===== src/hdl/stmh_pkg.sv =====
// stmh_pkg: shared types and constants for the text hash block.
// No dependencies; used by every module under hdl/.
`timescale 1ns / 1ps
package stmh_pkg;

    localparam int CHAR_W  = 8;
    localparam int HCHR_W  = 7;
    localparam int ACC_W   = 48;
    localparam int QDEPTH  = 4;

    localparam logic [CHAR_W-1:0] CH_TAB  = 8'h09;
    localparam logic [CHAR_W-1:0] CH_LF   = 8'h0A;
    localparam logic [CHAR_W-1:0] CH_SP   = 8'h20;
    localparam logic [CHAR_W-1:0] CH_STAR = 8'h2A;

    // prime 2^48 - 59; 2^48 folds back as 59
    localparam logic [ACC_W-1:0] PRIME = 48'hFFFF_FFFF_FFC5;
    localparam logic [5:0]       FOLD  = 6'd59;

    typedef enum logic [0:0] {
        OP_SKIP = 1'b0,
        OP_HASH = 1'b1
    } t_op;

    // one word handed from front to back
    typedef struct packed {
        t_op               op;
        logic [HCHR_W-1:0] chr;
        logic              last;
    } t_word;

endpackage


===== src/hdl/schema_text_hash_mod_prime_core.sv =====
// Text hash mod 2^48-59: the last character passes the queue register, then
// the digest register, before o_out_valid. The front takes one character per
// cycle while the queue is not full; the accumulator update (shift, fold by
// 59, one conditional subtract) is combinational. A held digest stalls the
// queue once the next last character is at its head; later words wait there.
// Synchronous active-low reset clears accumulator, comment flag, queue, valid.
`timescale 1ns / 1ps
module schema_text_hash_mod_prime_core
    import stmh_pkg::*;
#(
    parameter int QUEUE_DEPTH = QDEPTH
) (
    input  logic              i_clk,
    input  logic              i_rst_n,
    // character words in
    input  logic              i_in_valid,
    output logic              o_in_ready,
    input  logic [CHAR_W-1:0] i_char_code,
    input  logic              i_last_char,
    // digest words out
    output logic              o_out_valid,
    input  logic              i_out_ready,
    output logic [ACC_W-1:0]  o_digest
);

    logic  accept;
    logic  push;
    t_word push_word;
    logic  q_full;
    logic  q_valid;
    t_word q_head;
    logic  pop;

    // the front end never stalls except when the queue is full
    assign o_in_ready = !q_full;
    assign accept     = i_in_valid && o_in_ready;

    // front: comment tracking and classification; drops skipped non-last words
    stmh_front u_front (
        .i_clk       (i_clk),
        .i_rst_n     (i_rst_n),
        .i_accept    (accept),
        .i_char_code (i_char_code),
        .i_last_char (i_last_char),
        .o_push      (push),
        .o_word      (push_word)
    );

    // decoupling queue: lets the front keep taking words while a digest waits
    stmh_queue #(
        .DEPTH (QUEUE_DEPTH)
    ) u_queue (
        .i_clk   (i_clk),
        .i_rst_n (i_rst_n),
        .i_push  (push),
        .i_word  (push_word),
        .i_pop   (pop),
        .o_full  (q_full),
        .o_valid (q_valid),
        .o_head  (q_head)
    );

    // back: modular accumulate and digest output register
    stmh_back u_back (
        .i_clk       (i_clk),
        .i_rst_n     (i_rst_n),
        .i_q_valid   (q_valid),
        .i_q_head    (q_head),
        .o_pop       (pop),
        .o_out_valid (o_out_valid),
        .i_out_ready (i_out_ready),
        .o_digest    (o_digest)
    );

endmodule


===== src/hdl/stmh_front.sv =====
// stmh_front: accepts characters, tracks comments, classifies each word.
// Depends on stmh_pkg.
`timescale 1ns / 1ps
module stmh_front
    import stmh_pkg::*;
(
    input  logic              i_clk,
    input  logic              i_rst_n,
    input  logic              i_accept,
    input  logic [CHAR_W-1:0] i_char_code,
    input  logic              i_last_char,
    output logic              o_push,
    output t_word             o_word
);

    logic r_in_comment;
    logic n_in_comment;
    t_op  op;

    always_comb begin
        op           = OP_SKIP;
        n_in_comment = r_in_comment;
        if (r_in_comment) begin
            if (i_char_code == CH_LF) begin
                n_in_comment = 1'b0;
            end
        end else if (i_char_code inside {CH_SP, CH_TAB, CH_LF}) begin
            op = OP_SKIP;
        end else if (i_char_code == CH_STAR) begin
            n_in_comment = 1'b1;
        end else begin
            op = OP_HASH;
        end
        if (i_last_char) begin
            n_in_comment = 1'b0;
        end
    end

    always_ff @(posedge i_clk) begin
        if (!i_rst_n) begin
            r_in_comment <= 1'b0;
        end else if (i_accept) begin
            r_in_comment <= n_in_comment;
        end
    end

    // skipped words that do not end the text carry nothing for the back end
    assign o_push      = i_accept && ((op == OP_HASH) || i_last_char);
    assign o_word.op   = op;
    assign o_word.chr  = i_char_code[HCHR_W-1:0];
    assign o_word.last = i_last_char;

    a_last_clears_comment: assert property (@(posedge i_clk) disable iff (!i_rst_n)
        (i_accept && i_last_char) |=> !r_in_comment)
        else $error("comment flag survived end of text");

endmodule


===== src/hdl/stmh_queue.sv =====
// stmh_queue: short register FIFO between front and back ends.
// Depends on stmh_pkg.
`timescale 1ns / 1ps
module stmh_queue
    import stmh_pkg::*;
#(
    parameter int DEPTH = QDEPTH
) (
    input  logic  i_clk,
    input  logic  i_rst_n,
    input  logic  i_push,
    input  t_word i_word,
    input  logic  i_pop,
    output logic  o_full,
    output logic  o_valid,
    output t_word o_head
);

    localparam int PTR_W = $clog2(DEPTH);
    localparam int CNT_W = $clog2(DEPTH + 1);

    t_word             r_mem [DEPTH];
    logic [PTR_W-1:0]  r_wr_ptr;
    logic [PTR_W-1:0]  r_rd_ptr;
    logic [CNT_W-1:0]  r_count;

    assign o_full  = (r_count == CNT_W'(DEPTH));
    assign o_valid = (r_count != '0);
    assign o_head  = r_mem[r_rd_ptr];

    always_ff @(posedge i_clk) begin
        if (i_push) begin
            r_mem[r_wr_ptr] <= i_word;
        end
    end

    always_ff @(posedge i_clk) begin
        if (!i_rst_n) begin
            r_wr_ptr <= '0;
            r_rd_ptr <= '0;
            r_count  <= '0;
        end else begin
            if (i_push) begin
                r_wr_ptr <= (r_wr_ptr == PTR_W'(DEPTH - 1)) ? '0 : r_wr_ptr + 1'b1;
            end
            if (i_pop) begin
                r_rd_ptr <= (r_rd_ptr == PTR_W'(DEPTH - 1)) ? '0 : r_rd_ptr + 1'b1;
            end
            r_count <= r_count + CNT_W'(i_push) - CNT_W'(i_pop);
        end
    end

    a_no_overflow: assert property (@(posedge i_clk) disable iff (!i_rst_n)
        !(i_push && o_full))
        else $error("push into full queue");

    a_no_underflow: assert property (@(posedge i_clk) disable iff (!i_rst_n)
        i_pop |-> o_valid)
        else $error("pop from empty queue");

endmodule


===== src/hdl/stmh_back.sv =====
// stmh_back: folds hashed characters into the accumulator, holds the digest.
// Depends on stmh_pkg.
`timescale 1ns / 1ps
module stmh_back
    import stmh_pkg::*;
(
    input  logic             i_clk,
    input  logic             i_rst_n,
    input  logic             i_q_valid,
    input  t_word            i_q_head,
    output logic             o_pop,
    output logic             o_out_valid,
    input  logic             i_out_ready,
    output logic [ACC_W-1:0] o_digest
);

    logic [ACC_W-1:0]       r_acc;
    logic [ACC_W-1:0]       r_digest;
    logic                   r_out_valid;
    logic [ACC_W+HCHR_W-1:0] shifted;
    logic [ACC_W:0]         folded;
    logic [ACC_W-1:0]       stepped;
    logic [ACC_W-1:0]       n_acc;

    // acc*128 + c, then the 7 bits above 2^48 fold back times 59;
    // the fold stays below twice the prime, so one subtract reduces it
    always_comb begin
        shifted = {r_acc, i_q_head.chr};
        folded  = {1'b0, shifted[ACC_W-1:0]}
                + ((ACC_W+1)'(shifted[ACC_W+HCHR_W-1:ACC_W]) * (ACC_W+1)'(FOLD));
        if (folded >= {1'b0, PRIME}) begin
            stepped = ACC_W'(folded - {1'b0, PRIME});
        end else begin
            stepped = folded[ACC_W-1:0];
        end
        n_acc = (i_q_head.op == OP_HASH) ? stepped : r_acc;
    end

    assign o_pop = i_q_valid && (!i_q_head.last || !r_out_valid || i_out_ready);

    always_ff @(posedge i_clk) begin
        if (!i_rst_n) begin
            r_acc       <= '0;
            r_out_valid <= 1'b0;
        end else begin
            if (o_pop) begin
                r_acc <= i_q_head.last ? '0 : n_acc;
            end
            if (o_pop && i_q_head.last) begin
                r_out_valid <= 1'b1;
            end else if (i_out_ready) begin
                r_out_valid <= 1'b0;
            end
        end
    end

    always_ff @(posedge i_clk) begin
        if (o_pop && i_q_head.last) begin
            r_digest <= n_acc;
        end
    end

    assign o_out_valid = r_out_valid;
    assign o_digest    = r_digest;

    a_acc_reduced: assert property (@(posedge i_clk) disable iff (!i_rst_n)
        r_acc < PRIME)
        else $error("accumulator not reduced");

    a_digest_reduced: assert property (@(posedge i_clk) disable iff (!i_rst_n)
        (o_pop && i_q_head.last) |=> (r_digest < PRIME) && r_acc == '0)
        else $error("digest not reduced or accumulator not cleared");

endmodule

===== config.mk =====
export PLATFORM = sky130hd
export DESIGN_NAME = schema_text_hash_mod_prime_core
export DESIGN_NICKNAME = d
export VERILOG_FILES = /design/src/hdl/stmh_pkg.sv /design/src/hdl/schema_text_hash_mod_prime_core.sv /design/src/hdl/stmh_front.sv /design/src/hdl/stmh_queue.sv /design/src/hdl/stmh_back.sv
export SDC_FILE = /design/constraint.sdc
export NUM_CORES = 1
export LEC_CHECK = 0
export BUFFER_PORTS_ARGS = -buffer_cell sky130_fd_sc_hd__buf_4
export CAP_MARGIN = 20
export CORE_MARGIN = 8
export CORE_UTILIZATION = 39
export CTS_CLUSTER_SIZE = 8
export DETAILED_ROUTE_END_ITERATION = 12
export PLACE_DENSITY = 0.61
export SLEW_MARGIN = 20
export SYNTH_ARGS = -nofsm -noshare
export SYNTH_HDL_FRONTEND = slang
export SYNTH_SLANG_ARGS = --single-unit
export TNS_END_PERCENT = 100

===== constraint.sdc =====
create_clock -name i_clk -period 7.63 [get_ports i_clk]
set_input_delay 0.3815 -clock i_clk [delete_from_list [all_inputs] [get_ports i_clk]]
set_output_delay 0.3815 -clock i_clk [all_outputs]
set_load 0.05 [all_outputs]

==> flow_metrics.tcl <==
set metrics [dict create \
    cts_tree "built" \
    timing.setup.critical_path_class "flip-flop to flip-flop" \
    detail_route.vias_per_cell 5.401 \
    area_share_of_the_leading_cell_type_in_the_synthesized_netlist 0.2876 \
    min_from "i_char_code[4]" \
    grt_pass1_wl_mm 38.04 \
    placement_rows 55 \
    setup_viol_count_final 0 \
    finalHoldViolCount 0 \
    post_layout_nonfiller_instances 1265 \
    antenna_found_initial 0 \
    worst_ir_drop_vdd_uv 208.3 \
    core_region_area_sq_um 22370 \
    finish.net_count 1049 \
    yosys_most_used_dff "edfxtp_1" \
    numCtsBuffers 17 \
    grt_setup_unrepaired "no" \
    timing.fmax_ghz 0.1395 \
    regToRegStartpoint "u_back.r_acc[43]" \
    crit_path_max_fanout 8 \
    globalRouteTotalUtil 0.1745 \
    drtIter0Drc 431 \
    post_synth.cell_area_avg_sq_um 9.701 \
    clk_root_buffer_cell "clkbuf_16" \
    postSynthRegisterBits 143 \
    max_slew.worst_pin.slew_ns 0.8010 \
    ant_nets 0 \
    max_cap_viol_count 0 \
    cts.clk_slew.worst_paths_ns 0.07 \
    synth-xor-area-share 0.05493 \
    syn-instance-count 904 \
    ys_async_sr_fraction 0 \
    mappedNetlistArea_sq_um 8770 \
    min_period_ns 7.171 \
    layout_worst_path_cycle_share 0.9398 \
    post_synth_fa_ha_maj_area_fraction 0.1198 \
    area_growth_syn_to_layout_pct 15.97 \
    required_ns 7.78 \
    vias_in_the_first_global_route 6761 \
    crit_path_start "u_back.r_acc[43]" \
    share_of_final_layout_standard_cells_stronger_than_drive_strength_1 0.1408 \
    leakagePower_nw 3.888 \
    startpoint_type "flip-flop" \
    yosysWarnings 0 \
    antenna_cells_inserted 0 \
    post-place-cells 1233 \
    post_synth_edffs 84 \
    final_standard_cell_utilization_of_the_core 0.4547 \
    clock-skew-final_ns 0.01860 \
    worst_case_clock_buffer_depth 2 \
    routed-via-count 6832 \
    gp_congestion 0.9016 \
    netlist-cell-type-count 68 \
    dr.pass1.iters 5 \
    grt_start_max_net_pins 53 \
    grt_remaining_overflow 0 \
    post_drt_wl_per_cell_microns 18.74 \
    final_common_cell "nand2_1" \
    synth_top_family_by_area "simple AND/OR/NAND/NOR gates" \
    worst_ep_arrival_ns 7.32 \
    yosys-top-cells-area "edfxtp_1 (29%), dfxtp_1 (13%), ha_1 (6.3%)" \
    io-pin-count 63 \
    sequential_area_share_after_synthesis 0.4223 \
    final_cell_mix "nand2_1 (113), o21ai_0 (84), edfxtp_1 (84)" \
    tightest_hold_check_type "input pin to flip-flop" \
    fin_total_pwr_mw 3.237 \
    end_kind "flip-flop" \
    maxSlewHeadroom 0.4619 \
    cts_sinks 143 \
    detailed_place_hpwl_mm 17.88 \
    starting_density_of_the_core 0.3921 \
    yosys.area_share.simple 0.1845 \
    fraction_of_the_mapped_netlist_area_in_compound_gates 0.1391 \
    drt_drc_violations_left 0 \
    totalWireLength_mm 23.70 \
    synth_mux_area_frac 0.03110 \
    die_w_microns 166.0 \
    pwr_density_cell_nw_per_um2 318.3 \
    die-area_sq_um 27540 \
    cts-htree-levels 4 \
    synth_largest_area_cell "edfxtp_1" \
    setup_tns_ns 0 \
    cts_post_setup_buffers_inserted 0 \
    numPortBuffers 62 \
    status "complete, no violations" \
    synth.net_count 986 \
    clkLatencyLatePin_ns 0.44 \
    die_h_microns 166.0 \
    maxSlewViolCount 0 \
]
critical path, stage by stage, from the launching register on:
cell and delay, ns:
dfxtp_1 0.46, inv_1 0.12, fa_1 0.51, inv_1 0.05, fa_1 0.47, fa_1 0.52, inv_1 0.06, fa_1 0.53
inv_1 0.04, ha_1 0.41, o211a_1 0.21, o31a_1 0.31, o2111ai_2 0.33, a2111oi_1 0.53, xor2_1 0.35, nand4b_1 0.14
or4_1 0.52, or4b_1 0.52, nor3_4 0.33, o21ai_0 0.18, xnor2_1 0.21, o21ai_0 0.09
power breakdown:
group / total [mW] / switching (mW) / internal (mW)
Combinational: 1.35 / 0.949 / 0.396
Sequential: 1.10 / 0.0816 / 1.02
Clock: 0.789 / 0.362 / 0.426
Total: 3.24 / 1.39 / 1.84
layer usage:
metal,vias up,GRT usage,wire length (microns)
li1,3315,-,-
met1,3265,0.2215,10600
met2,215,0.2890,11220
met3,37,0.03827,1353
met4,0,0.06126,529
met5,-,0,0
path summary, 6_finish.rpt:
path                          to  slack [ns]  depth (start not counted)
max           u_back.o_digest[8]        0.46                         21
min          u_queue.r_mem[1][5]        0.15                          1
max reg2reg   u_back.o_digest[8]        0.46                         21
min reg2reg      u_back.r_acc[5]        0.46                          2
state kept, by name (all words and copies together) (netlist names), named ones only:
register              cells
u_queue.r_count           3
u_back.o_digest          48
u_queue.r_wr_ptr          2
u_queue.r_rd_ptr          2
u_back.r_acc             48
u_back.o_out_valid        1
u_queue.r_mem            36
u_front.r_in_comment      1
cells in the mapped netlist (all sizes together) (12+ instances only):
cell / instances
a21boi: 12
nand4: 16
ha: 44
nand2: 113
nand2b: 16
o21ai: 90
xnor2: 24
edfxtp: 84
and2: 36
dfxtp: 59
clkbuf: 27
xor2: 31
fa: 25
nor2: 40
nor3: 18
nand3: 25
a21oi: 29
inv: 74
cell families after synthesis:
logic type	after synthesis
AOI/OAI and AO/OA	197
xor gates and xnor gates	55
adders and majority gates	69
buffers and inverters	110
DFF	143
muxes	17
and+or+nand+nor	313
what timing repair did:
action / in CTS / in global routing
endpoints found under the setup margin: 0 / 12
resized for setup: 0 / 3
hold buffers: 0 / 0
area by class of cell:
cell class | count | area [sq um]
Timing Repair Buffer | 80 | 613.1
Clock buffer | 17 | 425.4
Sequential cell | 143 | 3704
Tap cell | 285 | 356.6
Multi-Input combinational cell | 651 | 4666
Inverter | 74 | 277.8
Fill cell | 2109 | 12200
Clock inverter | 15 | 127.6
metrics by stage:
stage | setup WS (ns) | cell area, sq um | hold WS (ns)
detailed placement | 0.3319 | 9607 | 0.4575
CTS | 0.2897 | 10160 | 0.1392
global route | 0.03187 | 10170 | 0.1400
finish | 0.4591 | 10170 | 0.1527
global placement | 0.4079 | 9607 | 0.4507
floorplan | 1.177 | 8770 | 0.4428
Note: power is estimated with default switching activity, not from simulation.
